**config.mk**
```make
export PLATFORM = sky130hd
export DESIGN_NAME = command_frame_builder_unit
export DESIGN_NICKNAME = d
export VERILOG_FILES = /design/src/rtl/cfb_pkg.sv /design/src/rtl/command_frame_builder_unit.sv /design/src/rtl/cfb_front.sv /design/src/rtl/cfb_queue.sv /design/src/rtl/cfb_back.sv
export SDC_FILE = /design/constraint.sdc
export NUM_CORES = 1
export LEC_CHECK = 0
export BUFFER_PORTS_ARGS = -buffer_cell sky130_fd_sc_hd__buf_2
export CAP_MARGIN = 5
export CORE_MARGIN = 10
export CORE_UTILIZATION = 30
export CTS_CLUSTER_SIZE = 12
export DETAILED_ROUTE_END_ITERATION = 6
export SYNTH_ARGS = -nofsm -noshare
export SYNTH_HDL_FRONTEND = slang
export SYNTH_HIERARCHICAL = 1
export SYNTH_SLANG_ARGS = --single-unit
```
**constraint.sdc**
```tcl
create_clock -name clk -period 3.36 [get_ports clk]
set_input_delay 0.672 -clock clk [delete_from_list [all_inputs] [get_ports clk]]
set_output_delay 0.672 -clock clk [all_outputs]
set_load 0.03 [all_outputs]
```
**src/rtl/cfb_pkg.sv**
```systemverilog
// Package: shared constants, job descriptor type and command table for the frame builder.
package cfb_pkg;

  localparam int CFB_LEN_W       = 10;
  localparam int CFB_MAX_PAYLOAD = 800;
  localparam int CFB_JOB_BYTES   = 6;
  localparam int CFB_CNT_W       = 3;
  localparam int CFB_QUEUE_DEPTH = 4;
  localparam int CFB_QPTR_W      = $clog2(CFB_QUEUE_DEPTH);
  localparam int CFB_QCNT_W      = $clog2(CFB_QUEUE_DEPTH + 1);

  localparam logic [7:0] CFB_START_CODE = 8'hF5;
  localparam logic [7:0] CFB_END_CODE   = 8'h5F;
  localparam logic [7:0] CFB_MAIN_CTRL  = 8'hFF;
  localparam logic [7:0] CFB_MAIN_CMD   = 8'h03;

  // Request kinds carried on tuser
  localparam logic REQ_START   = 1'b0;
  localparam logic REQ_PAYLOAD = 1'b1;

  // Command codes with special handling
  localparam logic [4:0] CMD_OK          = 5'd0;
  localparam logic [4:0] CMD_ERROR       = 5'd1;
  localparam logic [4:0] CMD_UART_BYPASS = 5'd9;
  localparam logic [4:0] CMD_SEND_IR     = 5'd13;

  // One queued job: the bytes to emit, lowest index first, and how many
  typedef struct packed {
    logic [CFB_JOB_BYTES-1:0][7:0] bytes;
    logic [CFB_CNT_W-1:0]          cnt;
  } job_t;

  // Sub command byte for a known command code
  function automatic logic [7:0] sub_byte(input logic [3:0] code);
    logic [7:0] b;
    unique case (code)
      4'd0:    b = 8'h00;
      4'd1:    b = 8'h01;
      4'd2:    b = 8'h03;
      4'd3:    b = 8'h04;
      4'd4:    b = 8'h05;
      4'd5:    b = 8'h06;
      4'd6:    b = 8'h07;
      4'd7:    b = 8'h08;
      4'd8:    b = 8'h0A;
      4'd9:    b = 8'hFF;
      4'd10:   b = 8'h0B;
      4'd11:   b = 8'h0C;
      4'd12:   b = 8'h0D;
      4'd13:   b = 8'h0E;
      4'd14:   b = 8'h19;
      default: b = 8'h20;
    endcase
    return b;
  endfunction

endpackage

```
**src/rtl/command_frame_builder_unit.sv**
```systemverilog
// Top level: command frame builder, front end, job queue and byte sequencer.
//
// Input channel in_*: tuser selects the request (0 start a frame, 1 one payload
// byte); tdata carries cmd_code, payload_len and data_byte. A start emits the
// header F5, main, sub, length low byte, the high byte for two-byte-length
// commands, and 5F at once when the length is zero. Each payload byte of an
// open frame passes through, followed by 5F after the last one. Payload with
// no open frame is dropped; a new start abandons an open frame.
// Output channel out_*: one frame byte per transaction, tlast marks the last
// byte caused by one input transaction.
// The first byte of a job passes through the job queue and the output register.
// Throughput: one input transaction per cycle while the job queue has room;
// the output side moves one byte per cycle while the receiver takes them, so
// a multi-byte job holds the byte sequencer and the four-entry queue absorbs
// the rest. Reset: frame state, queue and output register clear; in_tready
// goes high once a clock edge samples reset. A stalled receiver holds the
// output byte and backs up into the queue, which drops in_tready once full.
module command_frame_builder_unit (
  input  logic        clk,
  input  logic        rst_n,
  input  logic        in_tvalid,
  output logic        in_tready,
  input  logic [31:0] in_tdata,   // [4:0] cmd_code, [20:5] payload_len, [28:21] data_byte
  input  logic        in_tuser,   // [0] req_type
  output logic        out_tvalid,
  input  logic        out_tready,
  output logic [7:0]  out_tdata,  // [7:0] out_byte
  output logic        out_tlast   // last
);
  import cfb_pkg::*;

  logic queue_full;
  logic queue_empty;
  logic push;
  logic pop;
  job_t push_job;
  job_t head_job;

  cfb_front u_front (
    .clk        (clk),
    .rst_n      (rst_n),
    .in_tvalid  (in_tvalid),
    .in_tready  (in_tready),
    .in_tdata   (in_tdata),
    .in_tuser   (in_tuser),
    .queue_full (queue_full),
    .push       (push),
    .push_job   (push_job)
  );

  cfb_queue u_queue (
    .clk      (clk),
    .rst_n    (rst_n),
    .push     (push),
    .push_job (push_job),
    .full     (queue_full),
    .pop      (pop),
    .empty    (queue_empty),
    .head_job (head_job)
  );

  cfb_back u_back (
    .clk        (clk),
    .rst_n      (rst_n),
    .empty      (queue_empty),
    .head_job   (head_job),
    .pop        (pop),
    .out_tvalid (out_tvalid),
    .out_tready (out_tready),
    .out_tdata  (out_tdata),
    .out_tlast  (out_tlast)
  );

endmodule

```
**src/rtl/cfb_front.sv**
```systemverilog
// Front end: accepts requests, tracks the open frame and builds byte jobs.
module cfb_front (
  input  logic              clk,
  input  logic              rst_n,
  input  logic              in_tvalid,
  output logic              in_tready,
  input  logic [31:0]       in_tdata,   // [4:0] cmd_code, [20:5] payload_len, [28:21] data_byte
  input  logic              in_tuser,   // [0] req_type
  input  logic              queue_full,
  output logic              push,
  output cfb_pkg::job_t     push_job
);
  import cfb_pkg::*;

  logic                 frame_open_r, frame_open_nxt;
  logic [CFB_LEN_W-1:0] bytes_left_r, bytes_left_nxt;

  logic [4:0]           cmd_code;
  logic [15:0]          payload_len;
  logic [7:0]           data_byte;
  logic                 accept;
  logic                 known;
  logic                 ctrl_cmd;
  logic                 two;
  logic [15:0]          len_raw;
  logic [CFB_LEN_W-1:0] len_c;
  logic [7:0]           main_b;
  logic [7:0]           sub_b;
  logic                 close;

  assign cmd_code    = in_tdata[4:0];
  assign payload_len = in_tdata[20:5];
  assign data_byte   = in_tdata[28:21];
  assign in_tready   = !queue_full;
  assign accept      = in_tvalid && in_tready;

  // Classify the request and build its job
  always_comb begin
    known    = !cmd_code[4];
    ctrl_cmd = known && (cmd_code == CMD_OK || cmd_code == CMD_ERROR);
    two      = known && (cmd_code == CMD_UART_BYPASS || cmd_code == CMD_SEND_IR);
    main_b   = !known ? 8'h00 : (ctrl_cmd ? CFB_MAIN_CTRL : CFB_MAIN_CMD);
    sub_b    = known ? sub_byte(cmd_code[3:0]) : 8'h00;
    len_raw  = ctrl_cmd ? 16'd0 : payload_len;
    len_c    = (len_raw > 16'(CFB_MAX_PAYLOAD)) ? CFB_LEN_W'(CFB_MAX_PAYLOAD)
                                                : len_raw[CFB_LEN_W-1:0];
    push_job       = '0;
    push           = 1'b0;
    close          = 1'b0;
    frame_open_nxt = frame_open_r;
    bytes_left_nxt = bytes_left_r;
    if (in_tuser == REQ_START) begin
      close             = (len_c == '0);
      push_job.bytes[0] = CFB_START_CODE;
      push_job.bytes[1] = main_b;
      push_job.bytes[2] = sub_b;
      push_job.bytes[3] = len_c[7:0];
      push_job.bytes[4] = two ? 8'(len_c >> 8) : CFB_END_CODE;
      push_job.bytes[5] = CFB_END_CODE;
      push_job.cnt      = CFB_CNT_W'(4) + CFB_CNT_W'(two) + CFB_CNT_W'(close);
      push              = accept;
      if (accept) begin
        frame_open_nxt = !close;
        bytes_left_nxt = len_c;
      end
    end else begin
      close             = (bytes_left_r <= CFB_LEN_W'(1));
      push_job.bytes[0] = data_byte;
      push_job.bytes[1] = CFB_END_CODE;
      push_job.cnt      = CFB_CNT_W'(1) + CFB_CNT_W'(close);
      push              = accept && frame_open_r;
      if (push) begin
        if (bytes_left_r != '0) bytes_left_nxt = bytes_left_r - CFB_LEN_W'(1);
        if (close) frame_open_nxt = 1'b0;
      end
    end
  end

  // Hold the frame state
  always_ff @(posedge clk) begin
    if (!rst_n) begin
      frame_open_r <= 1'b0;
      bytes_left_r <= '0;
    end else begin
      frame_open_r <= frame_open_nxt;
      bytes_left_r <= bytes_left_nxt;
    end
  end

endmodule

```
**src/rtl/cfb_queue.sv**
```systemverilog
// Job queue: a short FIFO between the front end and the byte sequencer.
module cfb_queue (
  input  logic          clk,
  input  logic          rst_n,
  input  logic          push,
  input  cfb_pkg::job_t push_job,
  output logic          full,
  input  logic          pop,
  output logic          empty,
  output cfb_pkg::job_t head_job
);
  import cfb_pkg::*;

  job_t                  slots_r [CFB_QUEUE_DEPTH];
  logic [CFB_QPTR_W-1:0] wr_ptr_r, wr_ptr_nxt;
  logic [CFB_QPTR_W-1:0] rd_ptr_r, rd_ptr_nxt;
  logic [CFB_QCNT_W-1:0] count_r, count_nxt;
  logic                  do_push, do_pop;

  assign full     = (count_r == CFB_QCNT_W'(CFB_QUEUE_DEPTH));
  assign empty    = (count_r == '0);
  assign do_push  = push && !full;
  assign do_pop   = pop && !empty;
  assign head_job = slots_r[rd_ptr_r];

  // Advance pointers and occupancy
  always_comb begin
    wr_ptr_nxt = wr_ptr_r;
    rd_ptr_nxt = rd_ptr_r;
    count_nxt  = count_r;
    if (do_push) wr_ptr_nxt = (wr_ptr_r == CFB_QPTR_W'(CFB_QUEUE_DEPTH - 1)) ? '0
                                                                             : wr_ptr_r + CFB_QPTR_W'(1);
    if (do_pop)  rd_ptr_nxt = (rd_ptr_r == CFB_QPTR_W'(CFB_QUEUE_DEPTH - 1)) ? '0
                                                                             : rd_ptr_r + CFB_QPTR_W'(1);
    if (do_push && !do_pop)      count_nxt = count_r + CFB_QCNT_W'(1);
    else if (do_pop && !do_push) count_nxt = count_r - CFB_QCNT_W'(1);
  end

  always_ff @(posedge clk) begin
    if (!rst_n) begin
      wr_ptr_r <= '0;
      rd_ptr_r <= '0;
      count_r  <= '0;
    end else begin
      wr_ptr_r <= wr_ptr_nxt;
      rd_ptr_r <= rd_ptr_nxt;
      count_r  <= count_nxt;
    end
  end

  // Store job payload
  always_ff @(posedge clk) begin
    if (do_push) slots_r[wr_ptr_r] <= push_job;
  end

endmodule

```
**src/rtl/cfb_back.sv**
```systemverilog
// Back end: walks each queued job byte by byte into the output register.
module cfb_back (
  input  logic          clk,
  input  logic          rst_n,
  input  logic          empty,
  input  cfb_pkg::job_t head_job,
  output logic          pop,
  output logic          out_tvalid,
  input  logic          out_tready,
  output logic [7:0]    out_tdata,   // [7:0] out_byte
  output logic          out_tlast    // last
);
  import cfb_pkg::*;

  logic                 out_valid_r, out_valid_nxt;
  logic [7:0]           out_data_r, out_data_nxt;
  logic                 out_last_r, out_last_nxt;
  logic [CFB_CNT_W-1:0] step_r, step_nxt;
  logic                 load;
  logic                 at_end;

  assign out_tvalid = out_valid_r;
  assign out_tdata  = out_data_r;
  assign out_tlast  = out_last_r;

  // Load a new byte whenever the output register is free or being taken
  always_comb begin
    load          = !out_valid_r || out_tready;
    at_end        = (step_r == head_job.cnt - CFB_CNT_W'(1));
    out_valid_nxt = out_valid_r;
    out_data_nxt  = out_data_r;
    out_last_nxt  = out_last_r;
    step_nxt      = step_r;
    pop           = 1'b0;
    if (load) begin
      out_valid_nxt = !empty;
      if (!empty) begin
        out_data_nxt = head_job.bytes[step_r];
        out_last_nxt = at_end;
        if (at_end) begin
          pop      = 1'b1;
          step_nxt = '0;
        end else begin
          step_nxt = step_r + CFB_CNT_W'(1);
        end
      end
    end
  end

  always_ff @(posedge clk) begin
    if (!rst_n) begin
      out_valid_r <= 1'b0;
      step_r      <= '0;
    end else begin
      out_valid_r <= out_valid_nxt;
      step_r      <= step_nxt;
    end
    out_data_r <= out_data_nxt;
    out_last_r <= out_last_nxt;
  end

endmodule

```
Word level (Yosys, flattened, before mapping)
Memories as Yosys holds them, arrays and structs flattened. A register that Yosys moved wholly into a read port is not among the register bits.
Index checks and enable logic that the tools add are counted.
{"block": "totals", "ff_bits": 31, "latchBits": 0, "ram_bits": 200, "rom_bits": 128, "output_inout_bits": 11, "mem_count": 2}
{"memory": "u_queue.slots_r", "depth": 4, "width": 50, "rd": 1, "rd_ports_with_merged_regs": 1, "write_ports": 1, "line": "cfb_queue.sv:14", "source": "job_t slots_r [CFB_QUEUE_DEPTH];"}
{"memory": "(no name shown)", "depth": 16, "width": 8, "rd": 1, "rd_ports_with_merged_regs": 0, "write_ports": 0, "line": "cfb_pkg.sv:36", "source": "unique case (code)"}
{"block": "classes", "n_addsub": 10, "mul": 0, "n_div": 0, "order_cmp": 3, "n_eq_ne": 10, "n_shift": 0, "n_mux": 31, "n_bitwise": 1, "n_reduce_logical": 27}
{"operator": "$mux W10", "n": 5}
{"operator": "$mux W8", "n": 4}
{"operator": "$mux W31", "n": 1}
{"operator": "$bmux W8 S3", "n": 1}
{"operator": "$mux W19", "n": 1}
{"operator": "$gt A16 B10 Y1 const B", "n": 1}
{"operator": "$mux W16", "n": 1}
{"operator": "$eq A5 B4 Y1 const B", "n": 2}
{"operator": "$le A10 B1 Y1 const B", "n": 1}
{"operator": "$logic_not A10 Y1", "n": 1}
{"operator": "$mux W1", "n": 10}
{"operator": "$reduce_bool A10 Y1", "n": 1}
{"operator": "$sub A10 B1 Y10 const B", "n": 1}
{"operator": "$mux W3", "n": 3}
{"operator": "$logic_and A1 B1 Y1", "n": 8}
{"operator": "$mux W2", "n": 4}
{"operator": "$logic_not A1 Y1", "n": 7}
{"operator": "$mux W7", "n": 1}
{"operator": "$add A3 B1 Y3 const B", "n": 2}
{"operator": "$ne A2 B1 Y1 const B", "n": 3}
{"operator": "$reduce_and A3 Y1", "n": 2}
{"operator": "$sub A3 B1 Y3 const B", "n": 2}
{"operator": "$eq A5 B1 Y1 const B", "n": 1}
{"operator": "$logic_not A5 Y1", "n": 1}
{"operator": "other kinds (13)", "n": 18}

Longest topological paths before layout
Gate-level depths: netlist of the first run.
{"block": "depth", "ltp_word": 10, "ltp_mapped": 15, "mapped_depth_nobuf": 13}

Cells and area by module
The synthesis of the first run kept the hierarchy.
{"mod": "cfb_queue", "instances": 1, "cells_per_inst": 318, "area_per_inst_um2": 7898.8, "seq_area_each_um2": 6306.0}
{"mod": "cfb_front", "instances": 1, "cells_per_inst": 186, "area_per_inst_um2": 1325.0, "seq_area_each_um2": 220.2}
{"mod": "cfb_back", "instances": 1, "cells_per_inst": 75, "area_per_inst_um2": 888.4, "seq_area_each_um2": 350.3}

Worst setup path after synthesis of the first run
OpenSTA, ideal clock, no wires.
{"block": "synth_path", "path_type": "reg-to-reg", "start": "register (tool-made name)", "end": "register u_queue.count_r[2]", "setup_time_ns": 0.076, "t_arrival_ns": 3.192, "required_time_ns": 3.284, "setup_slack_ns": 0.092, "stages_incl_launch_ff": 16, "path_buffers": 2, "period_less_slack_ns": 3.268, "cell_sequence": "dfxtp_1 > buf_6 > buf_12 > mux4_2 > inv_1 > ha_1 > xnor3_1 > nand3_2 > nor2_1 > o31ai_1 > ha_1 > inv_1 > fa_1 > xor2_1 > or3_1 > a21boi_0"}
{"element": "end signal, assigned", "line": "cfb_queue.sv:47", "source": "count_r <= count_nxt;"}
{"element": "end, declared", "line": "cfb_queue.sv:17", "source": "logic [CFB_QCNT_W-1:0] count_r, count_nxt;"}

==> flow_metrics.tcl, run 1 <==
set metrics [dict create \
    leakage_uw 0.00373 \
    cts_resized 0 \
    nNetsFinal 678 \
    synth_cell_type_count 58 \
    netlist_instances 579 \
    layout_common_cells "edfxtp_1 (213), mux4_2 (58), buf_2 (44)" \
    crit_path_start_kind "flip-flop" \
    die_area_um2 41500 \
    p_total_uw 7760 \
    ant_nets 0 \
    cap_violations 0 \
    cp.arrival_ns 3.62 \
    tns_ns 0 \
    cp_cell_sequence "mux4_2 -> inv_1 -> ha_1 -> xnor3_1 -> nand3_2 -> nor2_1 -> o31ai_4 -> ha_2 -> inv_1 -> fa_1 -> xor2_1 -> or3_1 -> a21boi_0" \
    syn_to_final_growth_pct 13.7 \
    crit_fanout 5 \
    drt_iter0_drc 232 \
    fin_crit_ns 3.18 \
    holdPathEnd "u_back/out_tvalid$_SDFFE_PN0P_" \
    numPortBuffers 44 \
    antenna_found_initial 1 \
    routabilityCongestion 0.779 \
    ys_ff_latch 237 \
    endpoint_kind "flip-flop" \
    setup_viol 0 \
    timing.final.hold_violations 0 \
    vdd_drop_max_mv 0.365 \
    grt_use_total 0.0964 \
    critical_path_buf_inv_count 2 \
    yosys_warnings 6 \
    cts_tree "built" \
    hold_start "out_tready" \
    utilization 0.345 \
    synth_area_leader_cell "edfxtp_1" \
    reg2reg_depth 13 \
    min_path_cells 3 \
    htree_levels 1 \
    cts_root_buf "clkbuf_16" \
    wire_per_inst_um 18.3 \
    r2r_slack_ns 0.18 \
    io_pins 48 \
    firstDrtPassIters 4 \
    worst_clock_skew_ns 0.00873 \
    fill_cells 3229 \
    cp_top_family "adder cells" \
    power.density_nw_per_um2 675 \
    slew_headroom 0.336 \
    drc 0 \
    grt_overflow 0 \
    fmax_mhz 315 \
    drive_above_1_share 0.282 \
    grt_pass1_vias 5537 \
    r2r_end "u_queue/count_r[2]$_SDFFE_PN0P_" \
    cts_buffer_depth 3 \
    seq_area_frac_synth 0.680 \
    hpwl_um 12000 \
    avgSynthCellArea_um2 17.5 \
    viasPerCell 4.70 \
    grt_pass1_wl_um 31600 \
    grt_max_degree 52 \
    path_clk_slew_ns 0.06 \
    syn_area_um2 10100 \
    synth_top_area_share 0.633 \
    final-max-slew-violation-count 0 \
    tightest_slew_ns 0.996 \
    initial_utilization 0.303 \
    hold_class "in -> reg" \
    synth_area_leaders "edfxtp_1 (63%), mux4_2 (13%), dfxtp_1 (4.8%)" \
    cts_inserted_buffers 25 \
    clkLatencyLatePin_ns 0.52 \
    worstSetupPathType "reg -> reg" \
    slowest_delay_ns 0.52 \
    crit_slowest_cell "mux4_2" \
    synthFlopType "edfxtp_1" \
    status "finished clean" \
    routed_wl_um 19900 \
    clkSinkCount 237 \
    synth_edf_count 213 \
    placementRows 67 \
    core_um2 33400 \
    synthArstFlopShare 0 \
    die_w_um 204 \
    cts_hold_buffers 0 \
    rsz0062_at_grt "false" \
    vias 5105 \
    post-route-period-util 0.946 \
    die_h_um 204 \
    crit_top_cell "inv_1" \
    final_common_cell "edfxtp_1" \
    postCtsSetupBuffers 0 \
    required_ns 3.81 \
]
==> where the power goes <==
| group | switching (µW) | internal (µW) |
|---|---|---|
| logic | 933 | 608 |
| clock network | 1040 | 1460 |
| registers | 126 | 3590 |
| total | 2100 | 5660 |
==> Yosys cell counts, types with 7 or more instances <==
cell      count
nand2_1      22
mux2i_1      12
nor4_1        7
nor3_1       10
o22ai_1      10
nand2b_1     11
nand3_1       9
edfxtp_1    213
dfxtp_1      24
o21ai_0      10
ha_1         16
inv_2        10
nor2_1       19
inv_1        17
mux4_2       58
clkbuf_1      9
a21oi_1      14
buf_2         8
and2_1       12
and3_1        7
buf_4        19
==> worst max path at each step <==
stage                   start                               to  slack (ns)  cells after the start
global placement    flip-flop  u_queue/count_r[2]$_SDFFE_PN0P_        0.15                     13
CTS                 flip-flop  u_queue/count_r[2]$_SDFFE_PN0P_        0.05                     13
global route        flip-flop  u_queue/count_r[2]$_SDFFE_PN0P_        0.01                     13
finish              flip-flop  u_queue/count_r[2]$_SDFFE_PN0P_        0.18                     13
floorplan           flip-flop  u_queue/count_r[2]$_SDFFE_PN0P_        0.09                     15
detailed placement  flip-flop  u_queue/count_r[2]$_SDFFE_PN0P_        0.08                     13
==> per-stage QoR <==
| step | instance area (µm²) | setup WS (ns) | std cells | hold WS [ns] |
|---|---|---|---|---|
| after floorplan | 10100 | 0.0920 | 582 | 0.446 |
| final | 11500 | 0.181 | 1087 | 0.448 |
| after global placement | 10700 | 0.154 | 1045 | 0.461 |
| after CTS | 11500 | 0.0547 | 1086 | 0.430 |
| after detailed placement | 10700 | 0.0843 | 1045 | 0.479 |
| after global routing | 11500 | 0.00952 | 1086 | 0.464 |
==> tightest hold or removal path, cell delays in order <==
cell and delay, ns:
buf_2 0.07, nand2b_1 0.10, a21boi_0 0.07
==> state kept, by name, summed over array words and instances, names as in the netlist, 2 cells and up, named ones only <==
name	flops
u_queue/count_r	3
u_front/bytes_left_r	10
u_queue/wr_ptr_r	2
u_back/out_tdata	8
u_queue/slots_r	204
u_back/step_r	3
u_queue/rd_ptr_r	2
==> cell families (layout without fill, tap and decap cells) <==
logic type | Yosys count | count (layout) | synth area share
xor+xnor | 5 | 5 | 0.00569
buf+inv | 70 | 126 | 0.0428
simple gates | 112 | 112 | 0.0611
other cells | 1 | 5 | 0.000371
flops | 237 | 237 | 0.680
mux | 71 | 71 | 0.144
compound gates | 66 | 66 | 0.0445
fa+ha+maj | 17 | 17 | 0.0218
==> layout make-up <==
cell class	count	area, µm²	share of cell area
diodes	1	2.50	0.000218
multi-input cells	275	2840	0.247
inverters	27	101	0.00881
flip-flops and latches	237	6880	0.598
repair buffers	58	375	0.0326
well taps	448	561	0.0487
clock inverters	6	30.0	0.00261
clock buffers	35	713	0.0620
==> metal layers <==
layer | track usage | part of all wire | wire length [µm] | vias to the layer above
li1 | - | - | - | 2357
met1 | 0.131 | 0.47 | 9260 | 2594
met2 | 0.154 | 0.47 | 9280 | 132
met3 | 0.0189 | 0.049 | 982 | 22
met4 | 0.0264 | 0.019 | 379 | 0
met5 | 0 | 0 | 0 | -
(Power assumes the default switching activity.)
==> inputs of run 2 (changes only) <==
--- a/config.mk
+++ b/config.mk
@@ -11,6 +11,7 @@
 export CORE_UTILIZATION = 30
 export CTS_CLUSTER_SIZE = 12
 export DETAILED_ROUTE_END_ITERATION = 6
+export REMOVE_ABC_BUFFERS = 1
 export SYNTH_ARGS = -nofsm -noshare
 export SYNTH_HDL_FRONTEND = slang
 export SYNTH_HIERARCHICAL = 1
==> run 2 against run 1 <==
Against the previous run: non-clock buffer count rose by 4; global-route usage rose by 0.058 points; via count barely moved; register-to-register slack improved by 0.07 ns; critical endpoint unchanged.
==> flow_metrics.tcl, run 2 (same netlist as run 1, synthesis figures left out) <==
set metrics [dict create \
    placementRows 67 \
    postLayoutCellArea_um2 11600 \
    hold_class "in -> reg" \
    wire_per_inst_um 18.3 \
    initial_utilization 0.303 \
    fmax_mhz 321 \
    routabilityCongestion 0.791 \
    clkSinkCount 237 \
    power.density_nw_per_um2 678 \
    required_ns 3.80 \
    hpwl_um 12200 \
    utilization 0.347 \
    cp.arrival_ns 3.55 \
    htree_levels 1 \
    grt_pass1_vias 5478 \
    ant_nets 0 \
    cts_tree "built" \
    clkLatencyLatePin_ns 0.51 \
    worstSetupPathType "reg -> reg" \
    leakage_uw 0.00376 \
    die_w_um 204 \
    viasPerCell 4.67 \
    grt_max_degree 52 \
    crit_fanout 5 \
    routed_wl_um 20000 \
    tightest_slew_ns 1.05 \
    antenna_found_initial 0 \
    layout_common_cells "edfxtp_1 (213), mux4_2 (58), buf_2 (44)" \
    cts_buffer_depth 3 \
    drt_iter0_drc 382 \
    status "finished clean" \
    largest-register "u_queue/slots_r" \
    syn_to_final_growth_pct 14.3 \
    post_dp_cell_area_um2 10800 \
    drive_above_1_share 0.284 \
    cts_inserted_buffers 26 \
    timing.final.hold_violations 0 \
    rsz0062_at_grt "false" \
    post-route-period-util 0.926 \
    final-max-slew-violation-count 0 \
    cts_root_buf "clkbuf_16" \
    die_h_um 204 \
    pre_cts_ws_ns 0.152 \
    final.setup.worst_slack_ns 0.249 \
    endpoint_kind "flip-flop" \
    antennaDiodeCount 0 \
    grt_use_total 0.0970 \
    drc 0 \
    core_um2 33400 \
    nNetsFinal 683 \
    cts_hold_buffers 0 \
    postCtsSetupBuffers 0 \
    grt_overflow 0 \
    io_pins 48 \
    setup_viol 0 \
    final_common_cell "edfxtp_1" \
    grt_pass1_wl_um 31800 \
    fin_crit_ns 3.11 \
    numPortBuffers 44 \
    firstDrtPassIters 5 \
    vdd_drop_max_mv 0.288 \
    cap_violations 0 \
    path_clk_slew_ns 0.06 \
    worst_clock_skew_ns 0.00840 \
    crit_path_start_kind "flip-flop" \
    die_area_um2 41500 \
    slew_headroom 0.293 \
    vias 5102 \
    largest_reg_flops 204 \
]
==> run 2: cell types whose count changed in the layout (fill, tap and decap cells not counted), moves of 2 or more <==
cell	delta
clkinv_1	+2
buf_4	+3
clkbuf_8	-5
clkbuf_16	+2
==> run 2: what timing repair did <==
action / 4_1_cts / 5_1_grt
hold endpoints to repair: 0 / 0
setup endpoints to repair: 0 / 1
gates resized for setup: 0 / 3
==> run 2: critical path, cell delays in order (launching register included) <==
cell	delay (ns)
dfxtp_4	0.37
mux4_2	0.51
inv_1	0.07
ha_1	0.17
xnor3_1	0.31
nand3_2	0.11
nor2_1	0.08
o31ai_2	0.12
ha_2	0.27
inv_1	0.05
fa_1	0.37
xor2_1	0.17
or3_1	0.31
a21boi_1	0.14
==> run 2: worst paths after layout <==
check / start / to / slack (ns) / depth (start not counted)
min: in_tdata[8] / u_front/bytes_left_r[3]$_SDFFE_PN0P_ / 0.46 / 3
max reg2reg: flip-flop / u_queue/count_r[2]$_SDFFE_PN0P_ / 0.25 / 13
min reg2reg: u_front/bytes_left_r[7]$_SDFFE_PN0P_ / u_front/bytes_left_r[7]$_SDFFE_PN0P_ / 0.47 / 2
max: flip-flop / u_queue/count_r[2]$_SDFFE_PN0P_ / 0.25 / 13
==> run 2: through the flow <==
stage	std cells	setup TNS [ns]	hold WS, ns	power [µW]
final	1092	0	0.456	7840
after floorplan	539	-11.18	0.446	4820
after detailed placement	1049	0	0.467	5320
after global placement	1049	0	0.459	5300
after global routing	1092	0	0.452	8240
after CTS	1092	0	0.439	7940
==> run 2: power breakdown <==
group	internal [µW]	switching [µW]	total (µW)	leakage, µW
Clock	1530	1070	2610	0.000380
Sequential	3590	120	3710	0.00212
Combinational	622	906	1530	0.00127
==> run 2: area by class of cell <==
type / count / area, µm²
inverter: 27 / 101
timing repair buffer: 62 / 418
sequential: 237 / 6880
clock inverter: 10 / 75.1
multi-input combinational: 275 / 2830
fill: 3229 / 21800
tap: 448 / 561
clock buffer: 33 / 698
==> run 2: per-layer routing <==
metal  up-vias  part of all wire  track usage
met2       140              0.48        0.161
li1       2366                 -            -
met5         -                 0            0
met4         0             0.016       0.0245
met3        23             0.055       0.0173
met1      2573              0.45        0.129
==> inputs of run 3 (changes only) <==
--- a/config.mk
+++ b/config.mk
@@ -7,7 +7,6 @@
 export LEC_CHECK = 0
 export BUFFER_PORTS_ARGS = -buffer_cell sky130_fd_sc_hd__buf_2
 export CAP_MARGIN = 5
-export CORE_MARGIN = 10
 export CORE_UTILIZATION = 30
 export CTS_CLUSTER_SIZE = 12
 export DETAILED_ROUTE_END_ITERATION = 6
==> run 3 against run 2 <==
Against the previous run: clock power increased by 2%; setup slack lost 0.023 ns; cell area rose by 0.19%; global-route usage rose by 1.7 points; sequential power about the same; count of clock-buffer cells in the layout up 5; critical path depth stayed put; wire length decreased by 3.6%; flip-flop and latch count stayed put; largest cell class unchanged; largest power group unchanged.
==> flow_metrics.tcl, run 3 (same netlist as run 1, synthesis figures left out) <==
set metrics [dict create \
    core_um2 32900 \
    reg2reg_depth 13 \
    post-route-period-util 0.933 \
    antennaDiodeCount 0 \
    routabilityCongestion 0.775 \
    die_area_um2 34400 \
    ant_nets 0 \
    r2r_end "u_queue/count_r[2]$_SDFFE_PN0P_" \
    drive_above_1_share 0.287 \
    slew_headroom 0.255 \
    cap_violations 0 \
    largest-register "u_queue/slots_r" \
    required_ns 3.80 \
    antenna_found_initial 0 \
    fill_cells 3194 \
    drt_iter0_drc 346 \
    cts_root_buf "clkbuf_16" \
    grt_max_degree 52 \
    power.density_nw_per_um2 679 \
    hpwl_um 11800 \
    grt_pass1_vias 5275 \
    path_clk_slew_ns 0.06 \
    final-max-slew-violation-count 0 \
    leakage_uw 0.00378 \
    clkSinkCount 237 \
    wire_per_inst_um 17.7 \
    nNetsFinal 683 \
    final.setup.worst_slack_ns 0.226 \
    cts_tree "built" \
    initial_utilization 0.308 \
    syn_to_final_growth_pct 14.6 \
    crit_fanout 5 \
    routed_wl_um 19300 \
    multi_input_area_um2 2830 \
    grt_pass1_wl_um 29700 \
    numPortBuffers 44 \
    drc 0 \
    grt_overflow 0 \
    htree_levels 1 \
    die_w_um 186 \
    cts_buffer_depth 3 \
    instances_no_fill 1089 \
    vias 5080 \
    hold_class "in -> reg" \
    endpoint_kind "flip-flop" \
    worstSetupPathType "reg -> reg" \
    vdd_drop_max_mv 0.316 \
    crit_path_start_kind "flip-flop" \
    viasPerCell 4.66 \
    final_common_cell "edfxtp_1" \
    placementRows 66 \
    tns_ns 0 \
    rsz0062_at_grt "false" \
    largest_reg_flops 204 \
    worst_clock_skew_ns 0.00552 \
    pre_cts_ws_ns 0.123 \
    fmax_mhz 319 \
    tightest_slew_ns 1.09 \
    layout_common_cells "edfxtp_1 (213), mux4_2 (58), buf_2 (44)" \
    status "finished clean" \
    utilization 0.352 \
    firstDrtPassIters 4 \
    timing.final.hold_violations 0 \
    die_h_um 186 \
    cp.arrival_ns 3.58 \
    r2r_slack_ns 0.23 \
    fin_crit_ns 3.13 \
    cts_inserted_buffers 26 \
    clkLatencyLatePin_ns 0.51 \
    setup_viol 0 \
    grt_use_total 0.114 \
    dp.cells 1042 \
    io_pins 48 \
    hold_slack_ns 0.469 \
    endpoint "u_queue/count_r[2]$_SDFFE_PN0P_" \
    regArea_um2 6880 \
]
run 3: cell types whose count changed in the layout (fill, tap and decap cells not counted):
cell,previous run,this run
a21boi_1,3,2
inv_6,0,1
clkinv_2,3,4
a21boi_0,2,3
clkbuf_1,6,9
clkbuf_8,0,2
clkinv_1,5,2
inv_8,1,0
run 3: cell type report:
class | count | area share
timing repair buffer | 62 | 0.0361
sequential | 237 | 0.594
clock buffer | 38 | 0.0636
inverter | 27 | 0.00875
tap | 442 | 0.0477
multi-input combinational | 275 | 0.244
clock inverter | 8 | 0.00572
run 3: power breakdown:
| part | total, µW | internal (µW) | switching (µW) |
|---|---|---|---|
| Clock | 2660 | 1590 | 1070 |
| Combinational | 1510 | 614 | 900 |
| Sequential | 3700 | 3590 | 114 |
| Total | 7870 | 5790 | 2080 |
run 3: per-stage QoR:
step                total power, µW  cell area [µm²]
floorplan                      4820             9790
global placement               5270            10800
detailed placement             5290            10800
CTS                            7970            11600
global route                   8210            11600
finish                         7870            11600
run 3: routing by layer:
layer / share of wire / wire [µm] / up-vias / GRT usage
li1: - / - / 2371 / -
met1: 0.46 / 8950 / 2550 / 0.153
met2: 0.47 / 9020 / 126 / 0.192
met3: 0.045 / 864 / 33 / 0.0158
met4: 0.023 / 452 / 0 / 0.0364
met5: 0 / 0 / - / 0
run 3: worst min path at each step:
stage | from | to | slack [ns] | cells after the start
after floorplan | u_front/bytes_left_r[7]$_SDFFE_PN0P_ | u_front/bytes_left_r[7]$_SDFFE_PN0P_ | 0.45 | 2
after detailed placement | u_front/bytes_left_r[7]$_SDFFE_PN0P_ | u_front/bytes_left_r[7]$_SDFFE_PN0P_ | 0.47 | 2
after CTS | in_tdata[8] | u_front/bytes_left_r[3]$_SDFFE_PN0P_ | 0.45 | 3
after global placement | u_front/bytes_left_r[7]$_SDFFE_PN0P_ | u_front/bytes_left_r[7]$_SDFFE_PN0P_ | 0.46 | 2
after global routing | in_tdata[8] | u_front/bytes_left_r[3]$_SDFFE_PN0P_ | 0.47 | 3
final | in_tdata[8] | u_front/bytes_left_r[3]$_SDFFE_PN0P_ | 0.47 | 3
run 3: timing repair:
item | CTS | global route
endpoints found under the setup margin | 0 | 1
gates resized for setup | 0 | 2
setup buffers | 0 | 1
hold buffers | 0 | 0
run 3: critical path, stage by stage, from the launching register on:
cell      delay (ns)
dfxtp_4         0.38
mux4_2          0.53
inv_1           0.08
ha_1            0.17
xnor3_1         0.31
nand3_2         0.11
nor2_1          0.07
o31ai_2         0.12
ha_2            0.25
inv_1           0.05
fa_1            0.37
xor2_1          0.17
or3_1           0.30
a21boi_0        0.15
